## config.mk

```make
export PLATFORM = sky130hd
export DESIGN_NAME = level_meter_peak_hold
export DESIGN_NICKNAME = d
export VERILOG_FILES = /design/src/rtl/core/lmph_pkg.sv /design/src/rtl/core/lmph_div.sv /design/src/rtl/core/lmph_track.sv /design/src/rtl/core/level_meter_peak_hold.sv
export SDC_FILE = /design/constraint.sdc
export NUM_CORES = 1
export LEC_CHECK = 0
export BUFFER_PORTS_ARGS = -buffer_cell sky130_fd_sc_hd__buf_2
export CORE_MARGIN = 1.5
export CORE_UTILIZATION = 65
export CTS_CLUSTER_SIZE = 12
export DETAILED_ROUTE_END_ITERATION = 12
export PLACE_DENSITY = 0.91
export SLEW_MARGIN = 10
export SYNTH_ARGS = -nofsm -noshare
export SYNTH_HDL_FRONTEND = slang
export SYNTH_SLANG_ARGS = --single-unit
```

## constraint.sdc

```tcl
create_clock -name i_clk -period 16.5 [get_ports i_clk]
set_clock_uncertainty 0.05 [all_clocks]
set_input_delay 1.65 -clock i_clk [delete_from_list [all_inputs] [get_ports i_clk]]
set_output_delay 1.65 -clock i_clk [all_outputs]
set_load 0.01 [all_outputs]
```

## src/rtl/core/lmph_pkg.sv

```systemverilog
// Shared constants, types and tables for the level meter with peak hold.
`timescale 1ns / 1ps
`default_nettype none

package lmph_pkg;

    localparam int SAMPLE_BITS = 16;
    localparam int NEEDLE_BITS = SAMPLE_BITS - 1;
    localparam int BAR_BITS    = NEEDLE_BITS + 2;
    localparam int PEAK_BITS   = BAR_BITS + 1;
    localparam int AVG_BITS    = 8;
    localparam int COUNT_BITS  = AVG_BITS + 1;
    localparam int SUM_BITS    = NEEDLE_BITS + AVG_BITS;
    localparam int STEP_BITS   = $clog2(SUM_BITS);
    localparam int PIX_BITS    = 4;
    localparam int FALL_BITS   = 8;
    localparam int HOLD_BITS   = 5;
    localparam int HCNT_BITS   = 10;
    localparam int ADDR_BITS   = 4;
    localparam int DATA_BITS   = 32;

    localparam logic [1:0] REG_AVG  = 2'd0;
    localparam logic [1:0] REG_PIX  = 2'd1;
    localparam logic [1:0] REG_FALL = 2'd2;

    localparam logic [AVG_BITS-1:0]  RST_AVG  = AVG_BITS'(0);
    localparam logic [PIX_BITS-1:0]  RST_PIX  = PIX_BITS'(4);
    localparam logic [FALL_BITS-1:0] RST_FALL = FALL_BITS'(3);
    localparam logic [HOLD_BITS-1:0] RST_HOLD = HOLD_BITS'(30);
    localparam logic [PIX_BITS-1:0]  MAX_PIX  = PIX_BITS'(8);

    typedef struct packed {
        logic ndl_en;
        logic peak_en;
    } t_trk_ctrl;

    // 30 / (n + 1)
    function automatic logic [HOLD_BITS-1:0] hold_ticks_of(input logic [AVG_BITS-1:0] n);
        logic [HOLD_BITS-1:0] v;
        begin
            priority if (n == AVG_BITS'(0)) begin
                v = HOLD_BITS'(30);
            end else if (n == AVG_BITS'(1)) begin
                v = HOLD_BITS'(15);
            end else if (n == AVG_BITS'(2)) begin
                v = HOLD_BITS'(10);
            end else if (n == AVG_BITS'(3)) begin
                v = HOLD_BITS'(7);
            end else if (n == AVG_BITS'(4)) begin
                v = HOLD_BITS'(6);
            end else if (n == AVG_BITS'(5)) begin
                v = HOLD_BITS'(5);
            end else if (n == AVG_BITS'(6)) begin
                v = HOLD_BITS'(4);
            end else if (n <= AVG_BITS'(9)) begin
                v = HOLD_BITS'(3);
            end else if (n <= AVG_BITS'(14)) begin
                v = HOLD_BITS'(2);
            end else if (n <= AVG_BITS'(29)) begin
                v = HOLD_BITS'(1);
            end else begin
                v = HOLD_BITS'(0);
            end
            return v;
        end
    endfunction

endpackage

`default_nettype wire

```

## src/rtl/core/lmph_div.sv

```systemverilog
// Bit-serial restoring divider for the window mean.
`timescale 1ns / 1ps
`default_nettype none

module lmph_div import lmph_pkg::*; (
    input  wire                    i_clk,
    input  wire                    i_rst_n,
    input  wire                    i_start,
    input  wire [SUM_BITS-1:0]     i_dividend,
    input  wire [COUNT_BITS-1:0]   i_divisor,
    output logic [NEEDLE_BITS-1:0] o_quotient,
    output logic                   o_done
);

    logic                  r_busy;
    logic                  r_done;
    logic [STEP_BITS-1:0]  r_cnt;
    logic [SUM_BITS-1:0]   r_quo;
    logic [COUNT_BITS-1:0] r_rem;
    logic [COUNT_BITS-1:0] r_div;

    logic [COUNT_BITS:0]   trial;
    logic [COUNT_BITS:0]   diff;
    logic                  ge;
    logic                  last;

    assign trial = {r_rem, r_quo[SUM_BITS-1]};
    assign ge    = trial >= {1'b0, r_div};
    assign diff  = trial - {1'b0, r_div};
    assign last  = r_cnt == STEP_BITS'(SUM_BITS - 1);

    always_ff @(posedge i_clk) begin
        if (!i_rst_n) begin
            r_busy <= 1'b0;
            r_done <= 1'b0;
            r_cnt  <= '0;
        end else begin
            r_done <= 1'b0;
            if (i_start) begin
                r_busy <= 1'b1;
                r_cnt  <= '0;
            end else if (r_busy) begin
                r_cnt <= r_cnt + STEP_BITS'(1);
                if (last) begin
                    r_busy <= 1'b0;
                    r_done <= 1'b1;
                end
            end
        end
    end

    always_ff @(posedge i_clk) begin
        if (i_start) begin
            r_quo <= i_dividend;
            r_rem <= '0;
            r_div <= i_divisor;
        end else if (r_busy) begin
            r_quo <= {r_quo[SUM_BITS-2:0], ge};
            r_rem <= ge ? diff[COUNT_BITS-1:0] : trial[COUNT_BITS-1:0];
        end
    end

    assign o_quotient = r_quo[NEEDLE_BITS-1:0];
    assign o_done     = r_done;

endmodule

`default_nettype wire

```

## src/rtl/core/lmph_track.sv

```systemverilog
// Needle, bar scale and peak marker state with its two update steps.
`timescale 1ns / 1ps
`default_nettype none

module lmph_track import lmph_pkg::*; (
    input  wire                          i_clk,
    input  wire                          i_rst_n,
    input  t_trk_ctrl                    i_ctrl,
    input  wire [NEEDLE_BITS-1:0]        i_mean,
    input  wire [PIX_BITS-1:0]           i_pixel_step,
    input  wire [FALL_BITS-1:0]          i_fall_interval,
    input  wire [HOLD_BITS-1:0]          i_hold_ticks,
    output logic [BAR_BITS-1:0]          o_bar,
    output logic signed [PEAK_BITS-1:0]  o_peak_next,
    output logic [NEEDLE_BITS-1:0]       o_needle
);

    logic signed [NEEDLE_BITS:0]   r_needle;
    logic [BAR_BITS-1:0]           r_scale;
    logic signed [PEAK_BITS-1:0]   r_peak;
    logic signed [HCNT_BITS-1:0]   r_hcnt;

    logic signed [NEEDLE_BITS:0]   n_needle;
    logic signed [NEEDLE_BITS:0]   ndl_t;
    logic [BAR_BITS-1:0]           n_scale;
    logic signed [PEAK_BITS-1:0]   n_peak;
    logic signed [HCNT_BITS-1:0]   n_hcnt;
    logic signed [PEAK_BITS-1:0]   peak_t;
    logic signed [HCNT_BITS-1:0]   hcnt_t;
    logic signed [PEAK_BITS-1:0]   scale_s;
    logic [PIX_BITS-1:0]           step;

    assign step    = (i_pixel_step > MAX_PIX) ? MAX_PIX : i_pixel_step;
    assign scale_s = $signed({1'b0, r_scale});

    always_comb begin
        ndl_t = (r_needle < $signed({1'b0, i_mean})) ? $signed({1'b0, i_mean})
                                                     : r_needle - (NEEDLE_BITS+1)'(1);
        n_needle = ndl_t[NEEDLE_BITS] ? '0 : ndl_t;
        n_scale  = BAR_BITS'(n_needle[NEEDLE_BITS-1:1] * step);
    end

    always_comb begin
        peak_t = r_peak;
        hcnt_t = r_hcnt;
        if (r_peak < scale_s) begin
            peak_t = scale_s;
            hcnt_t = -$signed({{(HCNT_BITS-HOLD_BITS){1'b0}}, i_hold_ticks});
        end
        if (hcnt_t > $signed({{(HCNT_BITS-FALL_BITS){1'b0}}, i_fall_interval})) begin
            peak_t = peak_t - $signed({{(PEAK_BITS-PIX_BITS){1'b0}}, step});
            hcnt_t = '0;
        end
        n_peak = peak_t;
        n_hcnt = hcnt_t + HCNT_BITS'(1);
    end

    always_ff @(posedge i_clk) begin
        if (!i_rst_n) begin
            r_needle <= '1;
            r_scale  <= '0;
            r_peak   <= '0;
            r_hcnt   <= '0;
        end else begin
            if (i_ctrl.ndl_en) begin
                r_needle <= n_needle;
                r_scale  <= n_scale;
            end
            if (i_ctrl.peak_en) begin
                r_peak <= n_peak;
                r_hcnt <= n_hcnt;
            end
        end
    end

    assign o_bar       = r_scale;
    assign o_peak_next = n_peak;
    assign o_needle    = r_needle[NEEDLE_BITS-1:0];

endmodule

`default_nettype wire

```

## src/rtl/core/level_meter_peak_hold.sv

```systemverilog
// Top level of the level meter with peak hold: registers, window sum, control.
// A request that does not close a window only adds to the window sum; a closing
// request yields its result after the divider shift steps, divider done, the
// needle step and the peak step; the peak step waits while an earlier result is
// not yet taken. Throughput: one request per cycle inside a window; a closing
// request stalls the input until the peak step is done. Reset (synchronous,
// active low) restores register defaults and the meter state.
`timescale 1ns / 1ps
`default_nettype none

module level_meter_peak_hold import lmph_pkg::*; (
    input  wire                          i_clk,
    input  wire                          i_rst_n,
    input  wire                          i_in_valid,
    output logic                         o_in_stall,
    input  wire signed [SAMPLE_BITS-1:0] i_sample_level,
    output logic                         o_out_valid,
    input  wire                          i_out_stall,
    output logic [BAR_BITS-1:0]          o_bar_position,
    output logic signed [PEAK_BITS-1:0]  o_peak_position,
    output logic [NEEDLE_BITS-1:0]       o_needle_level,
    input  wire                          psel,
    input  wire                          penable,
    input  wire                          pwrite,
    input  wire [ADDR_BITS-1:0]          paddr,
    input  wire [DATA_BITS-1:0]          pwdata,
    output logic [DATA_BITS-1:0]         prdata,
    output logic                         pready
);

    localparam logic [1:0] S_IDLE = 2'd0;
    localparam logic [1:0] S_DIV  = 2'd1;
    localparam logic [1:0] S_NDL  = 2'd2;
    localparam logic [1:0] S_PEAK = 2'd3;

    logic [1:0]                  r_state;
    logic [1:0]                  n_state;
    logic [AVG_BITS-1:0]         r_avg;
    logic [PIX_BITS-1:0]         r_pix;
    logic [FALL_BITS-1:0]        r_fall;
    logic [HOLD_BITS-1:0]        r_hold;
    logic [SUM_BITS-1:0]         r_sum;
    logic [COUNT_BITS-1:0]       r_cnt;
    logic                        r_out_valid;
    logic [BAR_BITS-1:0]         r_bar;
    logic signed [PEAK_BITS-1:0] r_peak_out;
    logic [NEEDLE_BITS-1:0]      r_needle_out;

    logic                        in_acc;
    logic                        out_take;
    logic                        peak_go;
    logic                        cfg_wr;
    logic [1:0]                  reg_idx;
    logic [NEEDLE_BITS-1:0]      level;
    logic [SUM_BITS-1:0]         n_sum;
    logic [COUNT_BITS-1:0]       n_cnt;
    logic                        win_end;
    logic                        div_done;
    logic [NEEDLE_BITS-1:0]      mean;
    t_trk_ctrl                   trk_ctrl;
    logic [BAR_BITS-1:0]         trk_bar;
    logic signed [PEAK_BITS-1:0] trk_peak;
    logic [NEEDLE_BITS-1:0]      trk_needle;

    assign pready   = 1'b1;
    assign cfg_wr   = psel && penable && pwrite && pready;
    assign reg_idx  = paddr[3:2];

    always_comb begin
        unique case (reg_idx)
            REG_AVG:  prdata = DATA_BITS'(r_avg);
            REG_PIX:  prdata = DATA_BITS'(r_pix);
            REG_FALL: prdata = DATA_BITS'(r_fall);
            default:  prdata = '0;
        endcase
    end

    always_ff @(posedge i_clk) begin
        if (!i_rst_n) begin
            r_avg  <= RST_AVG;
            r_pix  <= RST_PIX;
            r_fall <= RST_FALL;
            r_hold <= RST_HOLD;
        end else if (cfg_wr) begin
            unique case (reg_idx)
                REG_AVG: begin
                    r_avg  <= pwdata[AVG_BITS-1:0];
                    r_hold <= hold_ticks_of(pwdata[AVG_BITS-1:0]);
                end
                REG_PIX:  r_pix  <= pwdata[PIX_BITS-1:0];
                REG_FALL: r_fall <= pwdata[FALL_BITS-1:0];
                default: begin
                end
            endcase
        end
    end

    assign o_in_stall = r_state != S_IDLE;
    assign in_acc     = i_in_valid && !o_in_stall;
    assign out_take   = r_out_valid && !i_out_stall;
    assign peak_go    = (r_state == S_PEAK) && (!r_out_valid || !i_out_stall);

    assign level   = i_sample_level[SAMPLE_BITS-1] ? '0 : i_sample_level[NEEDLE_BITS-1:0];
    assign n_sum   = r_sum + SUM_BITS'(level);
    assign n_cnt   = r_cnt + COUNT_BITS'(1);
    assign win_end = n_cnt > {1'b0, r_avg};

    always_comb begin
        n_state = r_state;
        unique case (r_state)
            S_IDLE: if (in_acc && win_end) begin
                n_state = S_DIV;
            end
            S_DIV: if (div_done) begin
                n_state = S_NDL;
            end
            S_NDL:  n_state = S_PEAK;
            S_PEAK: if (peak_go) begin
                n_state = S_IDLE;
            end
            default: n_state = S_IDLE;
        endcase
    end

    always_ff @(posedge i_clk) begin
        if (!i_rst_n) begin
            r_state     <= S_IDLE;
            r_sum       <= '0;
            r_cnt       <= '0;
            r_out_valid <= 1'b0;
        end else begin
            r_state <= n_state;
            if (in_acc) begin
                r_sum <= win_end ? '0 : n_sum;
                r_cnt <= win_end ? '0 : n_cnt;
            end
            if (peak_go) begin
                r_out_valid <= 1'b1;
            end else if (out_take) begin
                r_out_valid <= 1'b0;
            end
        end
    end

    always_ff @(posedge i_clk) begin
        if (peak_go) begin
            r_bar        <= trk_bar;
            r_peak_out   <= trk_peak;
            r_needle_out <= trk_needle;
        end
    end

    lmph_div u_div (
        .i_clk      (i_clk),
        .i_rst_n    (i_rst_n),
        .i_start    (in_acc && win_end),
        .i_dividend (n_sum),
        .i_divisor  (n_cnt),
        .o_quotient (mean),
        .o_done     (div_done)
    );

    assign trk_ctrl.ndl_en  = r_state == S_NDL;
    assign trk_ctrl.peak_en = peak_go;

    lmph_track u_track (
        .i_clk           (i_clk),
        .i_rst_n         (i_rst_n),
        .i_ctrl          (trk_ctrl),
        .i_mean          (mean),
        .i_pixel_step    (r_pix),
        .i_fall_interval (r_fall),
        .i_hold_ticks    (r_hold),
        .o_bar           (trk_bar),
        .o_peak_next     (trk_peak),
        .o_needle        (trk_needle)
    );

    assign o_out_valid     = r_out_valid;
    assign o_bar_position  = r_bar;
    assign o_peak_position = r_peak_out;
    assign o_needle_level  = r_needle_out;

endmodule

`default_nettype wire
```

Yosys cells after proc, flatten, opt, wreduce, memory -nomap -nowiden
Index checks and enable logic that the tools add are counted.
{ "classes": {"n_addsub": 8, "mul": 1, "n_lt_le_gt_ge": 9, "eq_ne": 15, "mux": 34, "bitwise": 2, "n_reduce_logical": 22} }
{ "op_table": {"columns": ["cell", "count"], "rows": [
  ["23-bit 2-to-1 mux", 3],
  ["18-bit 2-to-1 mux", 2],
  ["15-bit 2-to-1 mux", 2],
  ["8-bit by 3-bit equality test with 1-bit output, second input constant", 3],
  ["8-bit one-hot mux with 3 select lines", 1],
  ["23-bit by 15-bit adder with 23-bit output", 1],
  ["10-bit 2-to-1 mux", 2],
  ["18-bit less-than comparator", 1],
  ["9-bit 2-to-1 mux", 2],
  ["18-bit by 5-bit subtractor with 18-bit output", 1],
  ["14-bit by 4-bit multiplier with 17-bit output", 1],
  ["8-bit by 2-bit equality test with 1-bit output, second input constant", 2],
  ["8-bit by 4-bit less-or-equal comparator with 1-bit output, second input constant", 2],
  ["16-bit less-than comparator", 1],
  ["16-bit 2-to-1 mux", 1],
  ["16-bit by 2-bit subtractor with 16-bit output, second input constant", 1],
  ["3-bit 2-to-1 mux", 4],
  ["4-bit 2-to-1 mux", 3],
  ["10-bit by 2-bit adder with 10-bit output, second input constant", 1],
  ["10-bit by 9-bit greater-or-equal comparator with 1-bit output", 1],
  ["10-bit by 9-bit > comparator with 1-bit output", 1],
  ["2-bit 2-to-1 mux", 5],
  ["5-bit negation with 10-bit output", 1],
  ["9-bit by 1-bit adder with 9-bit output, second input constant", 1],
  ["other kinds (25)", 48]
]} }
{ "totals": {"register_bits": 219, "in_bits": 59, "out_inout_bits": 85, "word_cells": 112} }

Logic depth before layout (Yosys ltp)
{ "depth": {"depth_word": 11, "depth_mapped": 30, "depth_no_buf": 26} }

Modules after synthesis
Synthesis repeated with hierarchy kept, for this count alone.
{ "unflattened": {"hier_cells": 1653, "hier_area_um2": 15098.2} }
{ "by_module_without_submodules": {"columns": ["mod", "instances", "cells_each", "area_each_um2", "seq_area_each_um2"], "rows": [
  ["lmph_track", 1, 868, 6851.6, 1221.2],
  ["level_meter_peak_hold", 1, 570, 5718.0, 2702.6],
  ["lmph_div", 1, 215, 2528.7, 1281.2]
]} }

Worst setup path before layout
OpenSTA, ideal clock, no wires.
{ "synth_path": {"kind": "reg2reg", "startpoint": "register u_div.r_quo[11]", "endpoint": "register u_track.r_scale[11] (netlist: u_track.o_bar[11])", "setup_ns": 0.128, "t_arrival_ns": 5.164, "t_required_ns": 16.322, "setup_slack_ns": 11.158, "stages_incl_launch_ff": 24, "path_cell_list": "edfxtp_1 -> inv_1 -> ha_1 -> and3_1 -> a221oi_1 -> o22a_1 -> o31a_1 -> buf_2 -> buf_4 -> nand2_1 -> o21ai_0 -> nand2_1 -> fa_1 -> fa_1 -> inv_1 -> ha_1 -> a21o_1 -> a21o_1 -> a2111oi_0 -> o21bai_1 -> a311oi_1 -> xnor2_1 -> mux2i_1 -> nor2_1"} }
{ "synth_between": {"elab_chain_cells": 4} }
{ "synth_rtl": {"columns": ["item", "line_no", "text"], "rows": [
  ["from (decl)", "lmph_div.sv:18", "logic [SUM_BITS-1:0] r_quo;"],
  ["from (signal assigned)", "lmph_div.sv:54", "r_quo <= i_dividend;"],
  ["from (signal assigned)", "lmph_div.sv:58", "r_quo <= {r_quo[SUM_BITS-2:0], ge};"],
  ["16-bit less-than comparator", "lmph_track.sv:37", "ndl_t = (r_needle < $signed({1'b0, i_mean})) ? $signed({1'b0, i_mean})"],
  ["16-bit 2-to-1 mux *", "lmph_track.sv:37", null],
  ["15-bit 2-to-1 mux *", "lmph_track.sv:39", "n_needle = ndl_t[NEEDLE_BITS] ? '0 : ndl_t;"],
  ["14-bit by 4-bit multiplier with 17-bit output *", "lmph_track.sv:40", "n_scale = BAR_BITS'(n_needle[NEEDLE_BITS-1:1] * step);"],
  ["to (signal assigned)", "lmph_track.sv:67", "r_scale <= n_scale;"],
  ["to (decl)", "lmph_track.sv:19", "logic [BAR_BITS-1:0] r_scale;"]
]} }
Mark *: on every way between the ends. The rest lies on a longest branch, timed or not.
A chain may end at the register's enable or synchronous reset.

Final worst setup path
{ "layout_path": {"startpoint": "register u_track.r_scale[15] (netlist: u_track.o_bar[15])", "endpoint": "register u_track.r_hcnt[6]"} }
{ "layout_between": {"elab_chain_cells": 5} }
{ "layout_rtl": {"columns": ["item", "line_no", "text"], "rows": [
  ["18-bit less-than comparator *", "lmph_track.sv:46", "if (r_peak < scale_s) begin"],
  ["10-bit 2-to-1 mux *", "lmph_track.sv:46", null],
  ["10-bit by 9-bit > comparator with 1-bit output", "lmph_track.sv:50", "if (hcnt_t > $signed({{(HCNT_BITS-FALL_BITS){1'b0}}, i_fall_interval})) begin"],
  ["10-bit 2-to-1 mux *", "lmph_track.sv:50", null],
  ["10-bit by 2-bit adder with 10-bit output *", "lmph_track.sv:55", "n_hcnt = hcnt_t + HCNT_BITS'(1);"],
  ["to (signal assigned)", "lmph_track.sv:71", "r_hcnt <= n_hcnt;"],
  ["to (decl)", "lmph_track.sv:21", "logic signed [HCNT_BITS-1:0] r_hcnt;"]
]} }
Marked as above.

==> key figures <==
Synthesis
  – Largest area contributor in the netlist: sky130_fd_sc_hd__dfxtp_1
  – Number of flip-flops and latches in the synthesized netlist: 219
  – Seq/Total Area, Yosys: 0.368
  – Netlist cell types: 83
  – Main synth FF type: sky130_fd_sc_hd__dfxtp_1
  – EDFF count, synth: 82
  – Synth Instances: 1,583
  – Top post-synthesis cells by area: sky130_fd_sc_hd__dfxtp_1, sky130_fd_sc_hd__edfxtp_1, sky130_fd_sc_hd__ha_1
  – Synthesized area: 14,100 um2
  – Portion of synthesized cell area occupied by the leading cell type: 0.194
  – Post-synthesis area per instance: 8.93 um2
  – Async set-reset flop share out of synthesis: 0
  – Count of synthesis-stage warnings from yosys: 0

STA
  – Number of pins exceeding their max-slew limit in the final report: 0
  – Final worst path period share: 0.382
  – Max-slew headroom: 0.269
  – Worst-margin pin slew: between 1000 and 1500 ps
  – Maximum frequency from static timing analysis: 0.159 GHz
  – Hold slack: 409 ps
  – Final Critical Period: 6300 ps
  – Final hold violation count: 0
  – Total of endpoints with negative setup slack in the final report: 0
  – Setup TNS Final: 0 ps
  – Setup repair after global routing missed its margin: false

Placed design
  – Total cell area at the placement stage: approximately 15,000 um2
  – HPWL after detailed placement: 23,500 um
  – Buffers on Ports: 92
  – Final RePlAce weighted congestion: 0.908

CTS
  – TritonCTS clock tree: yes
  – # clock sinks: roughly 220
  – Worst skew pair latency: 520 ps
  – Clock transition at the registers of the reported paths: approximately 60 ps
  – Number of gates resized after cts: 0
  – Buffers from clock root to sink, at most: 3
  – Post-CTS Hold Buffers: 0
  – Number of clock buffers inserted by TritonCTS: 24
  – Number of H-tree levels: 1
  – Root Driver: sky130_fd_sc_hd__clkbuf_16
  – Setup Fix Bufs, Post-CTS: 0

Route
  – First-pass iteration count of the detailed router: 6
  – DRC violation count after routing: 0
  – Post-route antenna net violation count: 0
  – DR vias: 11,846
  – DRT iter0 DRCs: 840
  – Wirelength per Cell: between 15 and 20 um
  – Total wirelength of the detailed-routed design: 33,800 um
  – Vias per cell: 6.12

Final layout
  – Share of cells above drive strength 1: 0.109
  – Fill cell total of the finished layout: 1,459
  – Final cell area excluding filler cells: 15,400 um2
  – Area Growth Syn to Fin: 9.05%
  – Final net count: about 1,800

Job
  – Maximum Capacitance Violations: 0

Global routing
  – Congestion Overflow GR: 0
  – Met1 Track Usage GR: 0.369
  – Number of antenna violations at the first check in global routing: 1
  – Met2 Resource Use GR: 0.536
  – Combined global-route utilization of all metal layers: 0.302
  – Number of global-route vias before repair: 11,878
  – Global routing usage on met3: 0.0503
  – Global-route wire length before repair: between 50,000 and 60,000 um
  – Layer carrying the most global-route usage: met2
  – Maximum number of pins on one net before global-route repair: just over 70

Setup path
  – Worst setup SP type: flip-flop
  – Kind of capture point of the worst setup path: flip-flop
  – Startpoint of the most critical setup path: u_track.o_bar[15]
  – Total buffers and inverters traversed by the critical path: 3
  – WS Path Type: reg2reg
  – Required time worst endpoint: 16,840 ps
  – Largest stage delay on the critical path: approximately 540 ps
  – Crit path max fanout: between 40 and 50
  – Critical R2R Launch: u_track.o_bar[15]
  – Critical path's top delay family: compound AO/OA/AOI/OAI gates
  – Critical path's slowest cell: sky130_fd_sc_hd__o31ai_2
  – Worst EP arrival: 6640 ps

Min path
  – Class of the tightest hold or removal check: reg2reg
  – Startpoint of the worst hold path: r_sum[0]

Status
  – Outcome: finished clean

Die
  – Core Rows: 53
  – Initial core utilization: 0.668
  – Die H: 150 um
  – Boundary Pins: 144
  – Die boundary width: 150 um
  – Die footprint: 22,600 um2
  – Core region area: 21,200 um2
worst reg2reg max path, delay by kind of cell, from the launching register on:
kind	cells	cell delay [ps]
buf+inv	3	910
fa+ha+maj	4	1080
compound gates	10	2650
flops	1	400
simple gates	7	980
xor+xnor	1	130
cell usage in the layout (no fill, tap or decap), drive strengths merged, types with 8 or more instances in the layout:
cell    synthesis  routed
a21o           24      24
nor3           44      44
conb            2      25
mux2i          57      57
nor2          153     153
clkbuf         53      40
inv           136     136
xor2           30      30
o21a           16      16
o211ai         20      20
nand4          13      13
edfxtp         82      82
nand2         167     167
a21oi         100     100
and3            8       8
buf            40     103
a211oi         17      17
or3            14      14
nand3          33      33
dfxtp         137     137
o21ai          71      71
fa             27      27
xnor2          55      55
ha            107     107
nor2b          33      33
nand2b         22      22
and2           12      12
a31oi          13      13
per-layer routing:
| layer | wire length (um) | vias up |
|---|---|---|
| met2 | 16600 | 561 |
| met3 | 2840 | 104 |
| li1 | - | 5550 |
| met1 | 13300 | 5631 |
| met5 | 0 | - |
| met4 | 1020 | 0 |
through the flow:
step | util | instances | setup WS (ps)
6_report | 0.729 | 1936 | 10200
5_1_grt | 0.729 | 1935 | 9630
4_1_cts | 0.729 | 1935 | 10260
3_5_place_dp | 0.692 | 1891 | 10300
3_3_place_gp | 0.692 | 1891 | 10470
2_1_floorplan | - | 1606 | 11160
layout make-up:
class | instances | area (um2) | area share
flip-flops and latches | 219 | 5200 | 0.338
repair buffers | 103 | 543 | 0.0352
diodes | 1 | 2.50 | 0.000162
well taps | 275 | 344 | 0.0223
clock inverters | 4 | 23.8 | 0.00154
clock buffers | 40 | 752 | 0.0488
multi-input cells | 1158 | 8040 | 0.521
inverters | 136 | 510 | 0.0331
cells by family after synthesis:
group / Yosys count / share of synthesized area
and+or+nand+nor: 534 / 0.182
xor gates and xnor gates: 85 / 0.0526
muxes: 61 / 0.0435
buffers and inverters: 229 / 0.0696
DFF: 219 / 0.368
adders and majority gates: 134 / 0.133
AOI/OAI and AO/OA: 319 / 0.151
other: 2 / 0.000531
worst paths after layout:
| path | end | slack [ps] | depth (start not counted) |
|---|---|---|---|
| worst min register to register | r_sum[0] | 410 | 2 |
| worst min-delay path | r_sum[0] | 410 | 2 |
| worst max register to register | u_track.r_hcnt[6] | 10200 | 25 |
| worst max-delay path | u_track.r_hcnt[6] | 10200 | 25 |
synth_stat cells (all sizes together) (5+ instances only):
cell / count
nand2: 167
nor2: 153
dfxtp: 137
inv: 136
ha: 107
a21oi: 100
edfxtp: 82
o21ai: 71
mux2i: 57
xnor2: 55
clkbuf: 53
nor3: 44
buf: 40
nand3: 33
nor2b: 33
xor2: 30
fa: 27
a21o: 24
nand2b: 22
o211ai: 20
a211oi: 17
o21a: 16
or3: 14
a31oi: 13
nand4: 13
and2: 12
and3: 8
a22oi: 7
nand3b: 7
nor4: 7
o31ai: 7
a211o: 5
nor3b: 5
or2: 5
registers in the layout, indices dropped and copies added, names as in the netlist, 10 cells and up:
name              cells
u_track.r_peak       18
o_peak_position      18
u_track.o_bar        17
u_div.r_quo          23
o_needle_level       15
u_track.r_needle     16
r_sum                23
u_track.r_hcnt       10
o_bar_position       17
Power is not shown: default switching activity piles up to over one toggle a cycle in this logic, so the estimate is an artifact.
